File: config.mk
export PLATFORM = sky130hd
export DESIGN_NAME = sensor_frame_deframer_crc_top
export DESIGN_NICKNAME = d
export VERILOG_FILES = /design/src/hdl/sfdc_pkg.sv /design/src/hdl/sfdc_crc_unit.sv /design/src/hdl/sensor_frame_deframer_crc_top.sv
export SDC_FILE = /design/constraint.sdc
export NUM_CORES = 2
export LEC_CHECK = 0
export ABC_CLOCK_PERIOD_IN_PS = 6100
export BUFFER_PORTS_ARGS = -buffer_cell sky130_fd_sc_hd__buf_4
export CELL_PAD_IN_SITES_DETAIL_PLACEMENT = 1
export CELL_PAD_IN_SITES_GLOBAL_PLACEMENT = 1
export CORE_MARGIN = 2
export CORE_UTILIZATION = 54
export DETAILED_ROUTE_END_ITERATION = 10
export GPL_TIMING_DRIVEN = 0
export HOLD_SLACK_MARGIN = 0.05
export PLACE_DENSITY = 0.91
export SLEW_MARGIN = 20
export SYNTH_ARGS = -nofsm -noshare
export SYNTH_HDL_FRONTEND = slang
export SYNTH_HIERARCHICAL = 1
export SYNTH_SLANG_ARGS = --single-unit
File: constraint.sdc
create_clock -name clk -period 6.1 [get_ports clk]
set_input_delay 0.305 -clock clk [delete_from_list [all_inputs] [get_ports clk]]
set_output_delay 0.305 -clock clk [all_outputs]
set_load 0.05 [all_outputs]
File: src/hdl/sfdc_pkg.sv
// ----------------------------------------------------------------------------
// sfdc_pkg
// shared types and constants of the sensor frame deframer
// ----------------------------------------------------------------------------
package sfdc_pkg;

  // stream widths
  localparam int BYTE_W   = 8;
  localparam int TDATA_W  = 40;   // payload word (32) + word index (5), padded
  localparam int TUSER_W  = 4;    // result kind (3) + attitude flag (1)
  localparam int WORD_W   = 32;
  localparam int WIDX_W   = 5;
  localparam int LEN_W    = 7;
  localparam int CRC_W    = 16;

  // configuration port
  localparam int CFG_IDX_W  = 3;
  localparam int CFG_DATA_W = 16;

  localparam logic [CFG_IDX_W-1:0] CFG_MARKER     = 3'd0;
  localparam logic [CFG_IDX_W-1:0] CFG_MOTION_TYPE = 3'd1;
  localparam logic [CFG_IDX_W-1:0] CFG_ATT_TYPE    = 3'd2;
  localparam logic [CFG_IDX_W-1:0] CFG_IGN_TYPE    = 3'd3;
  localparam logic [CFG_IDX_W-1:0] CFG_MOTION_LEN  = 3'd4;
  localparam logic [CFG_IDX_W-1:0] CFG_ATT_LEN     = 3'd5;
  localparam logic [CFG_IDX_W-1:0] CFG_CRC8_POLY   = 3'd6;
  localparam logic [CFG_IDX_W-1:0] CFG_CRC16_POLY  = 3'd7;

  // result kinds
  typedef enum logic [2:0] {
    KIND_WORD     = 3'd0,
    KIND_BAD_TYPE = 3'd1,
    KIND_HDR_CRC  = 3'd2,
    KIND_PAY_CRC  = 3'd3,
    KIND_END      = 3'd4
  } kind_t;

  // sequencer states
  typedef enum logic [2:0] {
    ST_IDLE,
    ST_CRC_RD,
    ST_CRC_OP,
    ST_CRC_CHK,
    ST_WORD_RD,
    ST_WORD_ACC,
    ST_EMIT
  } state_t;

  // control of the shared crc unit
  typedef struct packed {
    logic clear;
    logic step;
  } crc_ctrl_t;

endpackage

File: src/hdl/sfdc_crc_unit.sv
// ----------------------------------------------------------------------------
// sfdc_crc_unit
// shared msb-first crc shift unit, one byte per step, 16-bit register
// ----------------------------------------------------------------------------
module sfdc_crc_unit (
  input  logic                      clk,
  input  sfdc_pkg::crc_ctrl_t       ctrl,
  input  logic [sfdc_pkg::BYTE_W-1:0] data_byte,
  input  logic [sfdc_pkg::CRC_W-1:0]  poly,
  output logic [sfdc_pkg::CRC_W-1:0]  crc
);
  import sfdc_pkg::*;

  // crc-8 runs in the upper byte with the polynomial shifted up by eight
  function automatic logic [CRC_W-1:0] crc_byte(input logic [CRC_W-1:0] c_in,
                                                input logic [BYTE_W-1:0] d,
                                                input logic [CRC_W-1:0] p);
    logic [CRC_W-1:0] c;
    c = c_in ^ {d, 8'h00};
    for (int k = 0; k < BYTE_W; k++) begin
      if (c[CRC_W-1]) c = {c[CRC_W-2:0], 1'b0} ^ p;
      else            c = {c[CRC_W-2:0], 1'b0};
    end
    return c;
  endfunction

  always_ff @(posedge clk) begin
    if (ctrl.clear) begin
      crc <= '0;
    end else if (ctrl.step) begin
      crc <= crc_byte(crc, data_byte, poly);
    end
  end

endmodule

File: src/hdl/sensor_frame_deframer_crc_top.sv
// ----------------------------------------------------------------------------
// sensor_frame_deframer_crc_top
// byte stream deframer with header crc-8 and payload crc-16 checks
// ----------------------------------------------------------------------------
//  channel   | direction | content
//  s_axis    | in        | tdata[7:0] rx_byte
//  m_axis    | out       | tdata payload_word/word_index, tuser kind/attitude,
//            |           | tlast last_word
//  cfg       | in        | cfg_wr_en, cfg_index[2:0], cfg_data[15:0]
//
// a byte that causes no check keeps the sequencer idle; s_axis_tready is low
// while the sequencer works. the header check at byte five walks bytes 0..3
// through the shared crc unit in read and step states, then checks; the payload
// check at byte L-1 does likewise; a good frame then reads its payload from
// the frame store in read and accumulate states, with an emit state per word
// that waits for m_axis. the last result waits in the output register while
// the next byte is taken. reset is synchronous and needs no clearing pass.
// ----------------------------------------------------------------------------
module sensor_frame_deframer_crc_top #(
  parameter int MAX_FRAME = 128
) (
  input  logic                              clk,
  input  logic                              rst,
  // slave side
  input  logic                              s_axis_tvalid,
  output logic                              s_axis_tready,
  input  logic [sfdc_pkg::BYTE_W-1:0]       s_axis_tdata,   // [7:0] rx_byte
  // master side
  output logic                              m_axis_tvalid,
  input  logic                              m_axis_tready,
  output logic [sfdc_pkg::TDATA_W-1:0]      m_axis_tdata,   // [31:0] payload_word,
                                                            // [36:32] word_index
  output logic [sfdc_pkg::TUSER_W-1:0]      m_axis_tuser,   // [2:0] result_kind,
                                                            // [3] is_attitude
  output logic                              m_axis_tlast,   // last_word
  // configuration writes
  input  logic                              cfg_wr_en,
  input  logic [sfdc_pkg::CFG_IDX_W-1:0]    cfg_index,
  input  logic [sfdc_pkg::CFG_DATA_W-1:0]   cfg_data
);
  import sfdc_pkg::*;

  localparam int AW = $clog2(MAX_FRAME);
  localparam int CW = 9;                            // compare width for positions
  localparam logic [CW-1:0] POS_LIMIT = CW'(MAX_FRAME - 1);

  // configuration registers
  logic [15:0]       marker;
  logic [7:0]        motion_code;
  logic [7:0]        att_code;
  logic [7:0]        ign_code;
  logic [LEN_W-1:0]  motion_len;
  logic [LEN_W-1:0]  att_len;
  logic [7:0]        crc8_poly;
  logic [15:0]       crc16_poly;

  always_ff @(posedge clk) begin
    if (rst) begin
      marker      <= 16'hFDDC;
      motion_code <= 8'h40;
      att_code    <= 8'h41;
      ign_code    <= 8'hFF;
      motion_len  <= 7'd64;
      att_len     <= 7'd56;
      crc8_poly   <= 8'h07;
      crc16_poly  <= 16'h1021;
    end else if (cfg_wr_en) begin
      unique case (cfg_index)
        CFG_MARKER:      marker      <= cfg_data;
        CFG_MOTION_TYPE: motion_code <= cfg_data[7:0];
        CFG_ATT_TYPE:    att_code    <= cfg_data[7:0];
        CFG_IGN_TYPE:    ign_code    <= cfg_data[7:0];
        CFG_MOTION_LEN:  motion_len  <= cfg_data[LEN_W-1:0];
        CFG_ATT_LEN:     att_len     <= cfg_data[LEN_W-1:0];
        CFG_CRC8_POLY:   crc8_poly   <= cfg_data[7:0];
        CFG_CRC16_POLY:  crc16_poly  <= cfg_data;
        default: ;
      endcase
    end
  end

  logic [7:0] head_byte;
  logic [7:0] end_byte;
  assign head_byte = marker[7:0];
  assign end_byte  = marker[15:8];

  // control state
  state_t            state, state_next;
  logic              in_frame, in_frame_next;
  logic [AW-1:0]     pos, pos_next;
  logic [LEN_W-1:0]  exp_len, exp_len_next;
  logic [7:0]        prev, prev_next;
  logic              out_valid, out_valid_next;

  // working registers
  logic [7:0]        typ, typ_next;            // frame type byte
  logic [7:0]        cmp_byte, cmp_byte_next;  // received header crc
  logic [15:0]       rx_crc, rx_crc_next;      // received payload crc
  logic              crc_hdr, crc_hdr_next;    // header pass, else payload
  logic [LEN_W-1:0]  cnt, cnt_next;            // byte counter of a pass
  logic [LEN_W-1:0]  run_len, run_len_next;    // bytes in the pass
  logic [WIDX_W-1:0] words, words_next;
  logic              att, att_next;
  logic [WORD_W-1:0] acc, acc_next;
  kind_t             pend_kind, pend_kind_next;

  // output register
  kind_t             out_kind, out_kind_next;
  logic              out_att, out_att_next;
  logic [WORD_W-1:0] out_word, out_word_next;
  logic [WIDX_W-1:0] out_idx, out_idx_next;
  logic              out_last, out_last_next;

  // frame store
  logic [7:0]    frame_store [MAX_FRAME];
  logic          wr_en;
  logic [AW-1:0] wr_addr;
  logic [AW-1:0] rd_addr;
  logic [7:0]    rd_data;

  always_ff @(posedge clk) begin
    if (wr_en) begin
      frame_store[wr_addr] <= s_axis_tdata;
    end
    rd_data <= frame_store[rd_addr];
  end

  // header bytes start at zero, payload bytes at seven
  logic [CW-1:0] addr_sum;
  assign addr_sum = CW'(cnt) + (crc_hdr ? CW'(0) : CW'(7));
  assign rd_addr  = addr_sum[AW-1:0];

  // shared crc unit
  crc_ctrl_t   crc_ctrl;
  logic [15:0] crc_poly;
  logic [15:0] crc_val;

  assign crc_poly = crc_hdr ? {crc8_poly, 8'h00} : crc16_poly;

  sfdc_crc_unit u_crc (
    .clk       (clk),
    .ctrl      (crc_ctrl),
    .data_byte (rd_data),
    .poly      (crc_poly),
    .crc       (crc_val)
  );

  // handy values of the accepted byte
  logic [7:0]       b;
  logic             accept;
  logic [CW-1:0]    posn;
  logic [CW-1:0]    exp9;
  logic             known;
  logic [LEN_W-1:0] plen;
  logic [7:0]       wsum;
  logic             out_free;
  logic             word_last;

  assign b         = s_axis_tdata;
  assign s_axis_tready = (state == ST_IDLE);
  assign accept    = s_axis_tvalid && s_axis_tready;
  assign posn      = CW'(pos) + CW'(1);
  assign exp9      = CW'(exp_len);
  assign known     = (typ == motion_code) || (typ == att_code);
  assign plen      = exp_len - LEN_W'(8);
  assign wsum      = 8'(plen) + 8'd3;
  assign out_free  = !out_valid || m_axis_tready;
  assign word_last = (cnt[LEN_W-1:2] == words - WIDX_W'(1));

  function automatic logic [LEN_W-1:0] latch_len(input logic [LEN_W-1:0] len);
    return (len < LEN_W'(8)) ? LEN_W'(8) : len;
  endfunction

  always_comb begin
    state_next     = state;
    in_frame_next  = in_frame;
    pos_next       = pos;
    exp_len_next   = exp_len;
    prev_next      = prev;
    out_valid_next = out_valid && !m_axis_tready;
    typ_next       = typ;
    cmp_byte_next  = cmp_byte;
    rx_crc_next    = rx_crc;
    crc_hdr_next   = crc_hdr;
    cnt_next       = cnt;
    run_len_next   = run_len;
    words_next     = words;
    att_next       = att;
    acc_next       = acc;
    pend_kind_next = pend_kind;
    out_kind_next  = out_kind;
    out_att_next   = out_att;
    out_word_next  = out_word;
    out_idx_next   = out_idx;
    out_last_next  = out_last;
    wr_en          = 1'b0;
    wr_addr        = pos;
    crc_ctrl       = '0;

    unique case (state)
      ST_IDLE: begin
        if (accept) begin
          prev_next = b;
          if (prev == end_byte && b == head_byte) begin
            // frame start, also restarts a frame under way
            wr_en         = 1'b1;
            wr_addr       = '0;
            pos_next      = AW'(1);
            in_frame_next = 1'b1;
          end else if (in_frame && CW'(pos) < POS_LIMIT) begin
            wr_en    = 1'b1;
            pos_next = posn[AW-1:0];
            if (posn == CW'(6)) rx_crc_next[15:8] = b;
            if (posn == CW'(7)) rx_crc_next[7:0]  = b;
            if (posn == CW'(2)) begin
              // type byte
              typ_next = b;
              if (b == motion_code) begin
                exp_len_next = latch_len(motion_len);
              end else if (b == att_code) begin
                exp_len_next = latch_len(att_len);
              end else if (b == ign_code) begin
                in_frame_next = 1'b0;
                pos_next      = '0;
              end else begin
                in_frame_next  = 1'b0;
                pos_next       = '0;
                pend_kind_next = KIND_BAD_TYPE;
                state_next     = ST_EMIT;
              end
            end else if (posn == CW'(5)) begin
              // header crc over bytes 0..3 against this byte
              cmp_byte_next  = b;
              crc_hdr_next   = 1'b1;
              run_len_next   = LEN_W'(4);
              cnt_next       = '0;
              crc_ctrl.clear = 1'b1;
              state_next     = ST_CRC_RD;
            end else if (exp_len != '0 && posn + CW'(1) == exp9) begin
              // payload crc, empty payload checks straight away
              crc_hdr_next   = 1'b0;
              run_len_next   = plen;
              cnt_next       = '0;
              crc_ctrl.clear = 1'b1;
              state_next     = (plen == '0) ? ST_CRC_CHK : ST_CRC_RD;
            end else if (exp_len != '0 && posn >= exp9) begin
              // end byte
              in_frame_next = 1'b0;
              pos_next      = '0;
              exp_len_next  = '0;
              if (b == end_byte) begin
                if (known && plen != '0) begin
                  crc_hdr_next   = 1'b0;
                  run_len_next   = plen;
                  cnt_next       = '0;
                  words_next     = wsum[WIDX_W+1:2];
                  att_next       = (typ != motion_code);
                  pend_kind_next = KIND_WORD;
                  state_next     = ST_WORD_RD;
                end
              end else begin
                pend_kind_next = KIND_END;
                state_next     = ST_EMIT;
              end
            end
          end
        end
      end

      ST_CRC_RD: begin
        state_next = ST_CRC_OP;
      end

      ST_CRC_OP: begin
        crc_ctrl.step = 1'b1;
        if (cnt + LEN_W'(1) == run_len) begin
          state_next = ST_CRC_CHK;
        end else begin
          cnt_next   = cnt + LEN_W'(1);
          state_next = ST_CRC_RD;
        end
      end

      ST_CRC_CHK: begin
        if (crc_hdr ? (crc_val[15:8] != cmp_byte) : (crc_val != rx_crc)) begin
          in_frame_next  = 1'b0;
          pos_next       = '0;
          pend_kind_next = crc_hdr ? KIND_HDR_CRC : KIND_PAY_CRC;
          state_next     = ST_EMIT;
        end else begin
          state_next = ST_IDLE;
        end
      end

      ST_WORD_RD: begin
        state_next = ST_WORD_ACC;
      end

      ST_WORD_ACC: begin
        // bytes past the payload pad the last word with zeros
        for (int k = 0; k < 4; k++) begin
          if (cnt[1:0] == 2'(k)) begin
            acc_next[8*k +: 8] = (cnt < run_len) ? rd_data : 8'h00;
          end
        end
        if (cnt[1:0] == 2'd3) begin
          state_next = ST_EMIT;
        end else begin
          cnt_next   = cnt + LEN_W'(1);
          state_next = ST_WORD_RD;
        end
      end

      ST_EMIT: begin
        if (out_free) begin
          out_valid_next = 1'b1;
          out_kind_next  = pend_kind;
          if (pend_kind == KIND_WORD) begin
            out_att_next  = att;
            out_word_next = acc;
            out_idx_next  = cnt[LEN_W-1:2];
            out_last_next = word_last;
            if (word_last) begin
              state_next = ST_IDLE;
            end else begin
              cnt_next   = cnt + LEN_W'(1);
              state_next = ST_WORD_RD;
            end
          end else begin
            out_att_next  = 1'b0;
            out_word_next = '0;
            out_idx_next  = '0;
            out_last_next = 1'b1;
            state_next    = ST_IDLE;
          end
        end
      end

      default: state_next = ST_IDLE;
    endcase
  end

  // control state, cleared by reset
  always_ff @(posedge clk) begin
    if (rst) begin
      state     <= ST_IDLE;
      in_frame  <= 1'b0;
      pos       <= '0;
      exp_len   <= '0;
      prev      <= '0;
      out_valid <= 1'b0;
    end else begin
      state     <= state_next;
      in_frame  <= in_frame_next;
      pos       <= pos_next;
      exp_len   <= exp_len_next;
      prev      <= prev_next;
      out_valid <= out_valid_next;
    end
  end

  // working and output registers
  always_ff @(posedge clk) begin
    typ       <= typ_next;
    cmp_byte  <= cmp_byte_next;
    rx_crc    <= rx_crc_next;
    crc_hdr   <= crc_hdr_next;
    cnt       <= cnt_next;
    run_len   <= run_len_next;
    words     <= words_next;
    att       <= att_next;
    acc       <= acc_next;
    pend_kind <= pend_kind_next;
    out_kind  <= out_kind_next;
    out_att   <= out_att_next;
    out_word  <= out_word_next;
    out_idx   <= out_idx_next;
    out_last  <= out_last_next;
  end

  assign m_axis_tvalid = out_valid;
  assign m_axis_tdata  = {3'b000, out_idx, out_word};
  assign m_axis_tuser  = {out_att, out_kind};
  assign m_axis_tlast  = out_last;

endmodule

==> reports/qor.yml <==
run_status:
  status: "finished with violations"
  failed_checks: "setup timing"
grt:
  grt_most_used_layer: "met2"
  grt_util_met1: 0.435
  gr-usage-met3: 0.0957
  met2_usage: 0.566
  antenna_found_initial: 11
  grt_overflow: 0
  grt_pass1_wl_um: 260000
  gr-usage-all-layers: 0.351
  grt_max_degree: 134
  grt_pass1_vias: 36900
finish:
  final_util: 0.610
  finalNonFillerCells: 5158
  nNetsFinal: 3815
  final_common_cell: "edfxtp_1"
  layout_common_cells: "edfxtp_1 (1154), nand2_1 (539), mux4_2 (256), nor2_1 (208), clkbuf_1 (180)"
  drive_above_1_share: 0.155
  fill_cells: 8922
  area_growth_pct: 12.3
setup_path:
  critPathBufInv: 6
  worst_setup_path_start_kind: "flip-flop"
  r2r_slack_ns: -0.06
  critical_path.top_delay_family: "buffers and inverters"
  crit_chain: "clkbuf_2, inv_1, ha_1, inv_1, fa_1, clkdlybuf4s15_1, clkbuf_2, clkbuf_1, mux4_2, nand2_1, a21oi_1, nor4_1, a21boi_0"
  cp.arrival_ns: 6.69
  cp-end-kind: "flip-flop"
  slowest_delay_ns: 0.83
  required_ns: 6.63
  crit_slowest_cell: "nor4_1"
  worstSetupPathType: "reg -> reg"
  cp_max_fo: 10
drt:
  drtAntennaViolNets: 0
  drt_iter0_markers: 5831
  avgRoutedWirePerCell_um: 34.8
  drc: 0
  via_count: 35900
  via_per_inst: 6.96
  firstDrtPassIters: 8
  totalWireLength_um: 179000
placement:
  hpwl_um: 103000
  pre_cts_ws_ns: 0.0173
  numPortBuffers: 68
  gp_congestion: 0.985
  placedCellCount: 4902
timing:
  clock_skew_ns: 0.0505
  tightestPinTransition_ns: 1.31
  rsz0062_at_grt: "no"
  timing.final.crit_share: 1.01
  period_minus_slack_ns: 6.16
  report.final.slew_viol_count: 0
  clock.fmax_ghz: 0.162
  relSlewSlack: 0.126
  layout_setup_ws_ns: -0.0583
  holdWs_ns: 0.0825
  setup_viol: 3
  finalHoldViolCount: 0
synthesis:
  synth_top_family_by_area: "multiplexers"
  ys.warnings.count: 6
  synth_compound_area_frac: 0.0312
  muxShareOfSynthArea: 0.115
  async_flop_share: 0
  synthAdderAreaFrac: 0.00684
  syn_area_um2: 54200
  yosysSeqAreaShare: 0.687
  synth_seq_cells: 1283
  syn_inst: 3523
  synth.distinct_cells: 84
  yosys.area_share.simple: 0.0983
  synth_edf_count: 1154
  postSynthAreaPerCell_um2: 15.4
  synth_flop_cell: "edfxtp_1"
  synth_xor_area_frac: 0.0428
clock_network:
  cts_num_sinks: 1283
  htree_levels: 4
  clockBufferDepth: 3
  cts_tree: "built"
  numCtsBuffers: 130
  clock_latency_ns: 0.80
  clk_pin_slew_worst_paths_ns: 0.07
  cts_setup_buffers: 0
  cts-root-buf: "clkbuf_16"
power_and_ir_drop:
  powerDensity_nw_per_um2: 297
  switchingPower_mw: 4.03
  total_power_mw: 18.0
  seq_power_share: 0.531
  swShare: 0.223
  comb_power_share: 0.020
  leakage_nw: 19.7
  max-vdd-ir-drop_mv: 0.269
  p_clk_frac: 0.448
  internal-power_mw: 14.0
run:
  drv_cap: 0
die:
  dieArea_um2: 103000
  die_h_um: 321
  ios: 79
  row_count: 116
  start_util: 0.543
  die_x_um: 321
  core_area_um2: 99700
worst_hold_path:
  min_path_type: "in -> reg"
## timing repair
action,CTS,global route
pin swaps,0,0
resized for setup,2,5
hold buffers,14,1
endpoints found under the setup margin,2,8
endpoints found under the hold margin,38,9
## registers in the layout, summed over array words and instances (netlist names), 16 cells and up
name / flops
frame_store: 1024
acc: 32
out_word: 32
crc16_poly: 16
marker: 16
rx_crc: 16
u_crc/crc: 16
## final timing paths
path,from,endpoint,depth (start not counted)
hold reg to reg,pend_kind[2]$_SDFFCE_PP0P_,out_kind[2]$_DFFE_PP_,0
setup reg to reg,crc_hdr$_SDFFCE_PP1P_,rd_data[3]$_DFF_P_,13
hold / removal,cfg_data[6],motion_code[6]$_SDFFE_PP1P_,3
setup / recovery,crc_hdr$_SDFFCE_PP1P_,rd_data[3]$_DFF_P_,13
## worst min-delay path, cell delays in order
cell	delay, ns
clkbuf_1	0.28
nand2_1	0.14
nand3_1	0.07
## per-stage QoR
stage                     instance area (um^2)  setup TNS, ns
after global placement                   56400              0
after global routing                     60800              0
final                                    60900         -0.139
after CTS                                60700              0
after detailed placement                 56400              0
after floorplan                          54200              0
## cell usage after synthesis (28+ instances only)
cell type	number	area share
nand2_1	539	0.037
edfxtp_1	1154	0.64
inv_1	36	0.0025
nand4_1	50	0.0058
xor2_1	78	0.013
ha_1	28	0.0065
and2_1	56	0.0065
xnor2_1	126	0.020
a21oi_1	104	0.0096
mux2i_1	34	0.0063
dfxtp_1	129	0.048
mux4_2	256	0.11
nor4_1	32	0.0037
nand3_1	146	0.013
nor3_1	30	0.0028
nor2_1	208	0.014
o21ai_0	34	0.0031
clkbuf_1	160	0.011
## logic make-up after synthesis
kind of cell / after synthesis
compound gates: 262
xor+xnor: 228
fa+ha+maj: 29
buf+inv: 248
flops: 1283
mux: 302
other cells: 1
simple gates: 1170
## power groups by stage
stage	registers, mW	clock network, mW	logic, mW
finish	9.59	8.09	0.364
global route	9.59	8.30	0.378
CTS	9.59	8.01	0.345
detailed placement	9.78	0	0.331
global placement	9.78	0	0.305
floorplan	9.77	0	0.137
## layer usage
layer  vias up  part of all wire
met4        14             0.066
met2      3381              0.47
li1      13800                 -
met5         -           0.00055
met3       869              0.12
met1     17800              0.34
## layout make-up
type / instances / area (um^2) / share of cell area
clock inverter: 72 / 672 / 0.0110
tap: 1298 / 1620 / 0.0267
clock buffer: 163 / 3470 / 0.0570
buffer: 210 / 867 / 0.0142
timing repair buffer: 89 / 801 / 0.0132
inverter: 38 / 143 / 0.00234
antenna: 3 / 7.51 / 0.000123
sequential: 1283 / 37200 / 0.612
multi-input combinational: 2002 / 16000 / 0.264
Power figures use the tool's default switching activity.
